**src/design/sqrs_sqrt.sv**
```systemverilog
`timescale 1ns / 1ps

// Pipelined integer square root, one root bit per stage, floor result.
module sqrs_sqrt #(
  parameter int unsigned IN_W = 34
) (
  input  logic                clk_i,
  input  logic                en_i,
  input  logic [IN_W-1:0]     d_i,
  output logic [IN_W/2-1:0]   root_o
);

  localparam int unsigned RtW = IN_W / 2;

  logic [IN_W-1:0] d_q    [RtW];
  logic [RtW+1:0]  rem_q  [RtW];
  logic [RtW-1:0]  root_q [RtW];

  for (genvar i = 0; i < RtW; i++) begin : g_stage
    logic [IN_W-1:0] din;
    logic [RtW+1:0]  rin;
    logic [RtW-1:0]  qin;
    logic [RtW+1:0]  rsh;
    logic [RtW+1:0]  trial;
    logic            ge;

    if (i == 0) begin : g_first
      assign din = d_i;
      assign rin = '0;
      assign qin = '0;
    end else begin : g_next
      assign din = d_q[i-1];
      assign rin = rem_q[i-1];
      assign qin = root_q[i-1];
    end

    // bring down the next bit pair and try 4*root+1
    assign rsh   = {rin[RtW-1:0], din[IN_W-1 -: 2]};
    assign trial = {qin, 2'b01};
    assign ge    = (rsh >= trial);

    always_ff @(posedge clk_i) begin
      if (en_i) begin
        d_q[i]    <= {din[IN_W-3:0], 2'b00};
        rem_q[i]  <= ge ? (rsh - trial) : rsh;
        root_q[i] <= {qin[RtW-2:0], ge};
      end
    end
  end

  assign root_o = root_q[RtW-1];

endmodule

```
**config.mk**
```make
export PLATFORM = sky130hd
export DESIGN_NAME = sqrs_sqrt
export DESIGN_NICKNAME = d
export VERILOG_FILES = /design/src/design/sqrs_sqrt.sv
export SDC_FILE = /design/constraint.sdc
export NUM_CORES = 1
export LEC_CHECK = 0
export ABC_AREA = 0
export BUFFER_PORTS_ARGS = -buffer_cell sky130_fd_sc_hd__buf_2
export CAP_MARGIN = 30
export CELL_PAD_IN_SITES_DETAIL_PLACEMENT = 2
export CELL_PAD_IN_SITES_GLOBAL_PLACEMENT = 2
export CORE_MARGIN = 4
export CORE_UTILIZATION = 41
export DETAILED_ROUTE_END_ITERATION = 8
export PLACE_DENSITY = 0.84
export RECOVER_POWER = 100
export SYNTH_ARGS = -nofsm -noshare
export SYNTH_HDL_FRONTEND = slang
export SYNTH_SLANG_ARGS = --single-unit
```
**constraint.sdc**
```tcl
create_clock -name clk_i -period 2.65 [get_ports clk_i]
set_input_delay 0.1325 -clock clk_i [delete_from_list [all_inputs] [get_ports clk_i]]
set_output_delay 0.1325 -clock clk_i [all_outputs]
set_load 0.05 [all_outputs]
```
==> flow_summary.yaml <==
status:
  status: "complete, but fails checks"
  violations: "negative setup slack"
sta:
  worst_pin_slew_ps: 892.2
  finalHoldViolations: 0
  fin_ws_ps: -678.6
  fmax_mhz: 300.4
  slew_headroom: 0.3997
  finalSetupViolCount: 223
  period_share: 1.256
  finalCriticalPeriod_ps: 3329
  setup_tns_ps: -40430
  rsz0062_at_grt: "true"
  holdWs_ps: 151.1
  maxSlewViolCount: 0
  fin_skew_ps: 98.10
grt:
  grt_overflow: 0
  grt_pass1_wl_um: 188700
  antenna_found_initial: 7
  grt_max_degree: 89
  first_global_vias: 25960
  grt_usage: 0.3165
placed_design:
  gp_congestion: 0.8850
  port_buffers: 52
  placedCellCount: 3625
  placed_area_sq_um: 34690
  hpwl_um: 66530
synthesis:
  syn_area_sq_um: 31410
  syn_nets: 2569
  ys_types: 81
  synth.avg_cell_area_sq_um: 13.29
  synth_edf_count: 679
  async_reset_ff_frac: 0
  ys_warn_count: 0
  synthFlopType: "edfxtp_1"
  ys_ff_latch: 679
  syn_inst: 2363
  ys_seq_area_frac: 0.6492
detailed_routing:
  drtPass1Iterations: 6
  ant_nets: 0
  wl_um: 165600
  vias: 25990
  drc: 0
  viasPerCell: 6.513
  wire_per_inst_um: 41.50
  drt_iter0_drc: 3223
setup_path:
  crit_path_end_kind: "register"
  crit_path_max_fanout: 4
  rr_endpoint: "rem_q[0][50]"
  worstSetupPathType: "register to register"
  crit_family: "simple AND/OR/NAND/NOR gates"
  crit_chain: "inv_2 -> ha_4 -> inv_4 -> or4_4 -> o311ai_4 -> nor2_4 -> buf_6 -> nor3_4 -> nand2_4 -> o41ai_4"
  cp-start-kind: "register"
  crit_path_end: "rem_q[0][50]"
  crit_cells: 10
  worstPathRequired_ps: 3090
  cp.arrival_ps: 3770
  path_buf_inv: 3
  reg2reg_depth: 10
  setup.worst_path.start: "root_q[0][18]"
  critPathMaxStageDelay_ps: 560
  ff2ff_setup_slack_ps: -680
  cpMaxStageDelayCell: "or4_4"
  timing.rr.start: "root_q[0][18]"
clock_network:
  clockBufferDepth: 3
  clock-sinks: 679
  cts_buffers: 76
  clk_latency_ps: 700
  ctsHtreeMaxLevel: 3
  clockRootBuffer: "clkbuf_16"
  cts_tree: "yes"
  clk_pin_slew_ps: 90
run:
  cap_violations: 0
cells_and_area:
  synthToLayoutAreaGrowth_pct: 35.07
  stdcell_count: 3990
  final_cell_area_sq_um: 42420
  final_common_cell: "edfxtp_1"
  fin_nets: 3106
  layout_common_cells: "679 x edfxtp_1, 340 x buf_4, 184 x inv_1"
  layout-drive-gt1-share: 0.3597
power:
  p_leak_nw: 16.23
  power_density_nw_per_um2: 866.7
  ir_worst_vdd_uv: 725.6
floorplanning:
  rows: 101
  initial_utilization: 0.4135
  core_area_sq_um: 75950
  dieArea_sq_um: 81100
  io_pins: 53
  dieHeight_um: 284.8
  die_w_um: 284.8
hold_path:
  hp-class: "input port to register"
[worst register-to-register path: cells and delay by family, from the launching register on]
family / cells / cell delay, ps
buf+inv: 3 / 310
fa+ha+maj: 1 / 300
simple gates: 4 / 1150
compound gates: 2 / 820
flops: 1 / 480
[repair_timing]
action                                  CTS  global route
hold endpoints to repair                 77             0
resized for setup                       258           442
setup buffers                            62           131
gates cloned                              2             5
endpoints found under the setup margin  214           228
hold buffers                             36             0
pin swaps                                77           143
[flip-flops by register name, indices dropped and copies added (netlist names)]
name / cells
d_q: 272
root_q: 153
rem_q: 254
[cell families after synthesis]
logic type,synth area share
other cells,0.0001194
simple gates,0.08864
fa+ha+maj,0.06772
compound gates,0.09175
mux,0.01912
xor+xnor,0.05215
buf+inv,0.03131
flops,0.6492
[Yosys cell counts (all sizes together), types with 13 or more instances]
library cell	number	area, sq um
clkbuf	28	105.1
nand2	115	431.7
a31oi	15	93.84
o21ai	116	580.6
o21a	23	172.7
nor3	63	320.3
edfxtp	679	20390
a21o	34	255.2
a21oi	150	754.5
ha	170	2127
or3	20	125.1
nand3	32	160.2
xor2	85	744.5
or4	15	123.9
buf	13	71.32
a211oi	16	132.6
inv	214	803.3
xnor2	102	893.4
nor2b	20	125.1
nor4	24	150.1
nor2	157	591.8
mux2	48	540.5
nand4	20	125.1
nand2b	34	212.7
[final cells by class]
cell class / instances / area [sq um]
fillers: 6859 / 33530
flip-flops and latches: 679 / 20390
multi-input cells: 1428 / 13230
repair buffers: 500 / 4188
clock buffers: 91 / 1958
well taps: 1030 / 1289
inverters: 215 / 817.0
clock inverters: 45 / 544.3
diodes: 2 / 5.005
[routing by layer]
metal  global-route usage  up-vias  share of wire
li1                     -     9830              -
met1               0.3486    13290           0.34
met2               0.5735     1997           0.49
met3              0.05651      869          0.076
met4               0.1827        4          0.094
met5                    0        -        0.00018
[report_power, final]
| group | leakage (nW) | internal [W] | total [W] | switching (W) |
|---|---|---|---|---|
| Clock | 1.21 | 0.00625 | 0.0121 | 0.00585 |
| Combinational | 8.51 | 0.00398 | 0.00995 | 0.00597 |
| Sequential | 6.51 | 0.0134 | 0.0147 | 0.00129 |
[per-stage QoR]
stage            util  total power (W)  setup WS, ps
2_1_floorplan       -          0.01782         8.808
3_3_place_gp   0.4567          0.01980        -86.64
3_5_place_dp   0.4567          0.02066        -393.9
4_1_cts        0.5169          0.03267        -110.1
5_1_grt        0.5585          0.03718        -585.3
6_report       0.5586          0.03677        -678.6
[worst min path at each step]
| stage | startpoint | to | slack (ps) | cells after the start |
|---|---|---|---|---|
| final | d_i[18] | d_q[0][18] | 150 | 2 |
| after floorplan | d_i[0] | d_q[0][0] | 230 | 0 |
| after global routing | d_i[25] | d_q[0][25] | 170 | 2 |
| after detailed placement | d_i[15] | d_q[0][15] | 310 | 1 |
| after global placement | d_i[15] | d_q[0][15] | 310 | 1 |
| after CTS | d_i[12] | d_q[0][12] | 140 | 2 |
Power figures use the tool's default switching activity.
