[src/design/sqrs_div.sv]
`timescale 1ns / 1ps

// Pipelined restoring divider: (num << FRAC) / den, one quotient bit per stage.
module sqrs_div #(
  parameter int unsigned N_W  = 18,
  parameter int unsigned D_W  = 18,
  parameter int unsigned FRAC = 16
) (
  input  logic                clk_i,
  input  logic                en_i,
  input  logic [N_W-1:0]      num_i,
  input  logic [D_W-1:0]      den_i,
  output logic [N_W+FRAC-1:0] quo_o,
  output logic                dz_o
);

  localparam int unsigned QW = N_W + FRAC;

  logic [QW-1:0]  n_q   [QW];
  logic [D_W-1:0] rem_q [QW];
  logic [QW-1:0]  quo_q [QW];
  logic [D_W-1:0] den_q [QW];

  for (genvar i = 0; i < QW; i++) begin : g_stage
    logic [QW-1:0]  nin;
    logic [D_W-1:0] rin;
    logic [QW-1:0]  qin;
    logic [D_W-1:0] dvi;
    logic [D_W:0]   rsh;
    logic [D_W:0]   sub;
    logic           ge;

    if (i == 0) begin : g_first
      assign nin = {num_i, {FRAC{1'b0}}};
      assign rin = '0;
      assign qin = '0;
      assign dvi = den_i;
    end else begin : g_next
      assign nin = n_q[i-1];
      assign rin = rem_q[i-1];
      assign qin = quo_q[i-1];
      assign dvi = den_q[i-1];
    end

    // shift in one dividend bit, subtract when it fits
    assign rsh = {rin, nin[QW-1]};
    assign ge  = (rsh >= {1'b0, dvi});
    assign sub = rsh - {1'b0, dvi};

    always_ff @(posedge clk_i) begin
      if (en_i) begin
        n_q[i]   <= {nin[QW-2:0], 1'b0};
        rem_q[i] <= ge ? sub[D_W-1:0] : rsh[D_W-1:0];
        quo_q[i] <= {qin[QW-2:0], ge};
        den_q[i] <= dvi;
      end
    end
  end

  assign quo_o = quo_q[QW-1];
  assign dz_o  = (den_q[QW-1] == '0);

endmodule

[config.mk]
export PLATFORM = sky130hd
export DESIGN_NAME = sqrs_div
export DESIGN_NICKNAME = d
export VERILOG_FILES = /design/src/design/sqrs_div.sv
export SDC_FILE = /design/constraint.sdc
export NUM_CORES = 2
export LEC_CHECK = 0
export BUFFER_PORTS_ARGS = -buffer_cell sky130_fd_sc_hd__buf_2
export CORE_MARGIN = 2
export CORE_UTILIZATION = 39
export CTS_CLUSTER_SIZE = 28
export DETAILED_ROUTE_END_ITERATION = 12
export PLACE_DENSITY = 0.6
export SETUP_SLACK_MARGIN = 0.5
export SLEW_MARGIN = 20
export SYNTH_ARGS = -nofsm -noshare
export SYNTH_HDL_FRONTEND = slang
export SYNTH_SLANG_ARGS = --single-unit
[constraint.sdc]
create_clock -name clk_i -period 3.07 [get_ports clk_i]
set_input_delay 0.1535 -clock clk_i [delete_from_list [all_inputs] [get_ports clk_i]]
set_output_delay 0.1535 -clock clk_i [all_outputs]
set_load 0.05 [all_outputs]
==> flow_summary.yaml <==
detailed_routing:
  drcViolationCount: 0
  via_count: 57761
  drt-initial-drc-count: 4006
  routed_wirelength_um: 199000
  detail_route.first_pass.iterations: 6
  ant_nets: 0
  post_drt_wl_per_cell_um: 17.5
  viasPerCell: 5.08
status:
  outcome: "finished with violations"
  violations: "setup timing"
setup_path:
  timing.critical_path.cells: "ha_1, nor2b_4, o31a_1, o41a_1, o41ai_4, o21ai_2, a311o_1, a21boi_2, buf_6, mux2_4"
  worst_path_dominant_cell_family: "compound AO/OA/AOI/OAI gates"
  cpPeakStageDelay_ns: 0.40
  critical_path_required_ns: 3.62
  crit_path_end_kind: "flip-flop"
  worstPathBufferInverterCount: 1
  highest_net_fanout_along_the_worst_path: 6
  crit_slowest_cell: "sky130_fd_sc_hd__edfxtp_1"
  criticalPathCategory: "flip-flop to flip-flop"
  critical_path_arrival_ns: 3.81
  critPathLaunchType: "flip-flop"
sta:
  slew_headroom: 0.419
  final.setup.tns_ns: -5.68
  finalWorstSetupSlack_ns: -0.196
  rsz0062_at_grt: "true"
  fin_crit_ns: 3.27
  final_max_slew_viol_count: 0
  max_slew.worst_pin.slew_ns: 0.870
  period_share: 1.06
  maximum_achievable_frequency_mhz: 306
  whs_ns: 0.0827
  finClkSkew_ns: 0.0568
  finalSetupViolCount: 114
  final_hold_viols: 0
power_and_ir_drop:
  p_leak_nw: 45.6
  net-switching-power_mw: 40.7
  max-vdd-ir-drop_mv: 0.805
  power.sequential.fraction: 0.343
  cellPowerDensity_mw_per_mm2: 1040
  comb_power_share: 0.445
  clock_power_share: 0.213
  p_sw_frac: 0.337
  p_int_mw: 79.9
  fin_total_pwr_mw: 121
die:
  die-height_um: 494
  die_area_mm2: 0.244
  floorplan.rows: 179
  design.core.area_mm2: 0.238
  design.portCount: 73
  floorplan.initialDensity: 0.393
  chipWidth_um: 494
global_route:
  maximum_number_of_pins_on_one_net_before_global_route_repair: 114
  via_count_of_the_first_global_routing_pass: 57316
  grt_first_pass_wirelength_um: 309000
  remaining_overflow_grt: 0
  grt_use_total: 0.157
  initial_antenna_violation_count: 5
layout:
  finish.cell_count_without_fillers: 11368
  fin_util: 0.487
  share_of_final_layout_standard_cells_stronger_than_drive_strength_1: 0.249
  syn_to_final_growth_pct: 23.9
  finalInstanceArea_mm2: 0.116
  finish.net_count: 8682
clocking:
  clkTransAtPathRegs_ns: 0.06
  maximum_count_of_clock_buffers_along_a_single_path: 3
  cell_chosen_for_the_clock_root: "sky130_fd_sc_hd__clkbuf_16"
  clkLatencyLatePin_ns: 0.85
  cts.sink_count: 1954
  cts_buffers: 208
  tritoncts: "built"
  cts-htree-levels: 4
worst_hold_path:
  hold_path_class: "primary input to flip-flop"
synthesis:
  yosys-top-cells-count: "sky130_fd_sc_hd__edfxtp_1, sky130_fd_sc_hd__inv_1, sky130_fd_sc_hd__ha_1, sky130_fd_sc_hd__a21oi_1, sky130_fd_sc_hd__nor2_1"
  synth.most_common_cell: "sky130_fd_sc_hd__edfxtp_1"
  syn_inst: 7026
  postSynthNetCount: 7691
  postSynth.asyncResetShare: 0
  synth.ff_latch_count: 1954
  synthFlopType: "sky130_fd_sc_hd__edfxtp_1"
  yosysWarnings: 0
  ys_top_cells_by_area: "sky130_fd_sc_hd__edfxtp_1, sky130_fd_sc_hd__ha_1, sky130_fd_sc_hd__mux2_2"
  synth_top_area_cell: "sky130_fd_sc_hd__edfxtp_1"
  ys_types: 84
  synth_top_area_frac: 0.627
  count_of_flip_flops_with_a_built_in_enable_after_synthesis: 1954
  post_synth.cell_area_avg_um2: 13.3
  mappedNetlistArea_mm2: 0.0936
  synth.yosys.seq_area_share: 0.627
placement:
  dp_cells: 10519
  placed_standard_cell_area_mm2: 0.102
  portBuffers: 72
  dp_worst_setup_slack_ns: -0.336
  dp.final_hpwl_um: 135000
  routability_congestion: 0.865
flow_run:
  max_cap_viols: 0
-- power by group through the flow --
| stage | logic [mW] | registers, mW | clock network, mW |
|---|---|---|---|
| floorplan | 32.9 | 39.9 | 0 |
| global placement | 42.9 | 41.5 | 0 |
| detailed placement | 43.6 | 41.5 | 0 |
| CTS | 49.3 | 41.1 | 26.4 |
| global route | 58.6 | 41.8 | 27.5 |
| finish | 53.7 | 41.3 | 25.6 |
-- placed cells by master, fill, tap and decap left out, types with 40 or more instances in the layout --
cell type	n
sky130_fd_sc_hd__a31oi_1	42
sky130_fd_sc_hd__nand4_1	71
sky130_fd_sc_hd__nand2b_1	95
sky130_fd_sc_hd__nor2_1	344
sky130_fd_sc_hd__xnor2_1	269
sky130_fd_sc_hd__buf_4	559
sky130_fd_sc_hd__nor2_4	40
sky130_fd_sc_hd__mux2_2	206
sky130_fd_sc_hd__a21o_1	171
sky130_fd_sc_hd__inv_1	721
sky130_fd_sc_hd__nand3_1	89
sky130_fd_sc_hd__dlygate4sd3_1	67
sky130_fd_sc_hd__clkinv_2	48
sky130_fd_sc_hd__o21ai_2	46
sky130_fd_sc_hd__mux2_4	110
sky130_fd_sc_hd__buf_6	84
sky130_fd_sc_hd__o21ai_0	264
sky130_fd_sc_hd__inv_2	50
sky130_fd_sc_hd__edfxtp_1	1954
sky130_fd_sc_hd__nor2b_1	57
sky130_fd_sc_hd__o21a_1	77
sky130_fd_sc_hd__xor2_1	153
sky130_fd_sc_hd__nand2_1	233
sky130_fd_sc_hd__o21bai_1	44
sky130_fd_sc_hd__a21oi_2	98
sky130_fd_sc_hd__buf_12	52
sky130_fd_sc_hd__nor3_1	56
sky130_fd_sc_hd__buf_2	74
sky130_fd_sc_hd__ha_4	61
sky130_fd_sc_hd__clkbuf_16	221
sky130_fd_sc_hd__a21oi_1	446
sky130_fd_sc_hd__ha_1	521
-- layer usage --
layer / track usage / vias up / wire [um]
met2: 0.253 / 1134 / 92300
met3: 0.0282 / 351 / 9620
li1: - / 28064 / -
met1: 0.216 / 28212 / 91300
met4: 0.0491 / 0 / 5550
met5: 0 / - / 0
-- path summary, 6_finish.rpt --
kind	slack, ns	end	startpoint	cells after the start
setup / recovery	-0.20	rem_q[17][3]	rem_q[16][0]	10
hold / removal	0.08	n_q[0][31]	num_i[15]	2
setup reg to reg	-0.20	rem_q[17][3]	rem_q[16][0]	10
hold reg to reg	0.41	quo_q[33][9]	quo_q[32][8]	0
-- cells by family (layout without fill, tap and decap cells) --
kind of cell               after synthesis  after routing  synth area share
AOI/OAI and AO/OA                     1598           1603             0.109
DFF                                   1954           1954             0.627
other                                    0              2                 0
adders and majority gates              627            627            0.0863
xor gates and xnor gates               423            423            0.0396
and+or+nand+nor                       1226           1226            0.0632
muxes                                  330            330            0.0399
buffers and inverters                  868           2036            0.0358
-- repair_timing --
action,in CTS,in global routing
hold buffers,67,0
gates cloned,29,14
gates resized for setup,404,381
pin swaps,157,177
setup endpoints to repair,599,606
buffers inserted,214,131
hold endpoints to repair,194,0
-- worst reg2reg max path, delay by kind of cell (launching register included) --
family	cells	cell delay, ns
AO/OA/AOI/OAI	6	1.67
flip-flops	1	0.40
adder cells (fa/ha/maj)	1	0.33
multiplexers	1	0.30
buffers and inverters	1	0.17
AND/OR/NAND/NOR	1	0.13
-- area by class of cell --
type	instances	area, um^2
sequential	1954	58700
inverter	771	2890
clock inverter	149	1730
tap	3167	3960
multi-input combinational	4209	35300
timing repair buffer	873	8110
antenna	2	5.00
fill	20311	122000
clock buffer	243	5360
-- sequential cells by signal (all words and copies together) (netlist names) --
signal and count:
n_q 153, den_q 612, rem_q 594, quo_q 595
No activity file was read; power rests on OpenSTA's default activity.
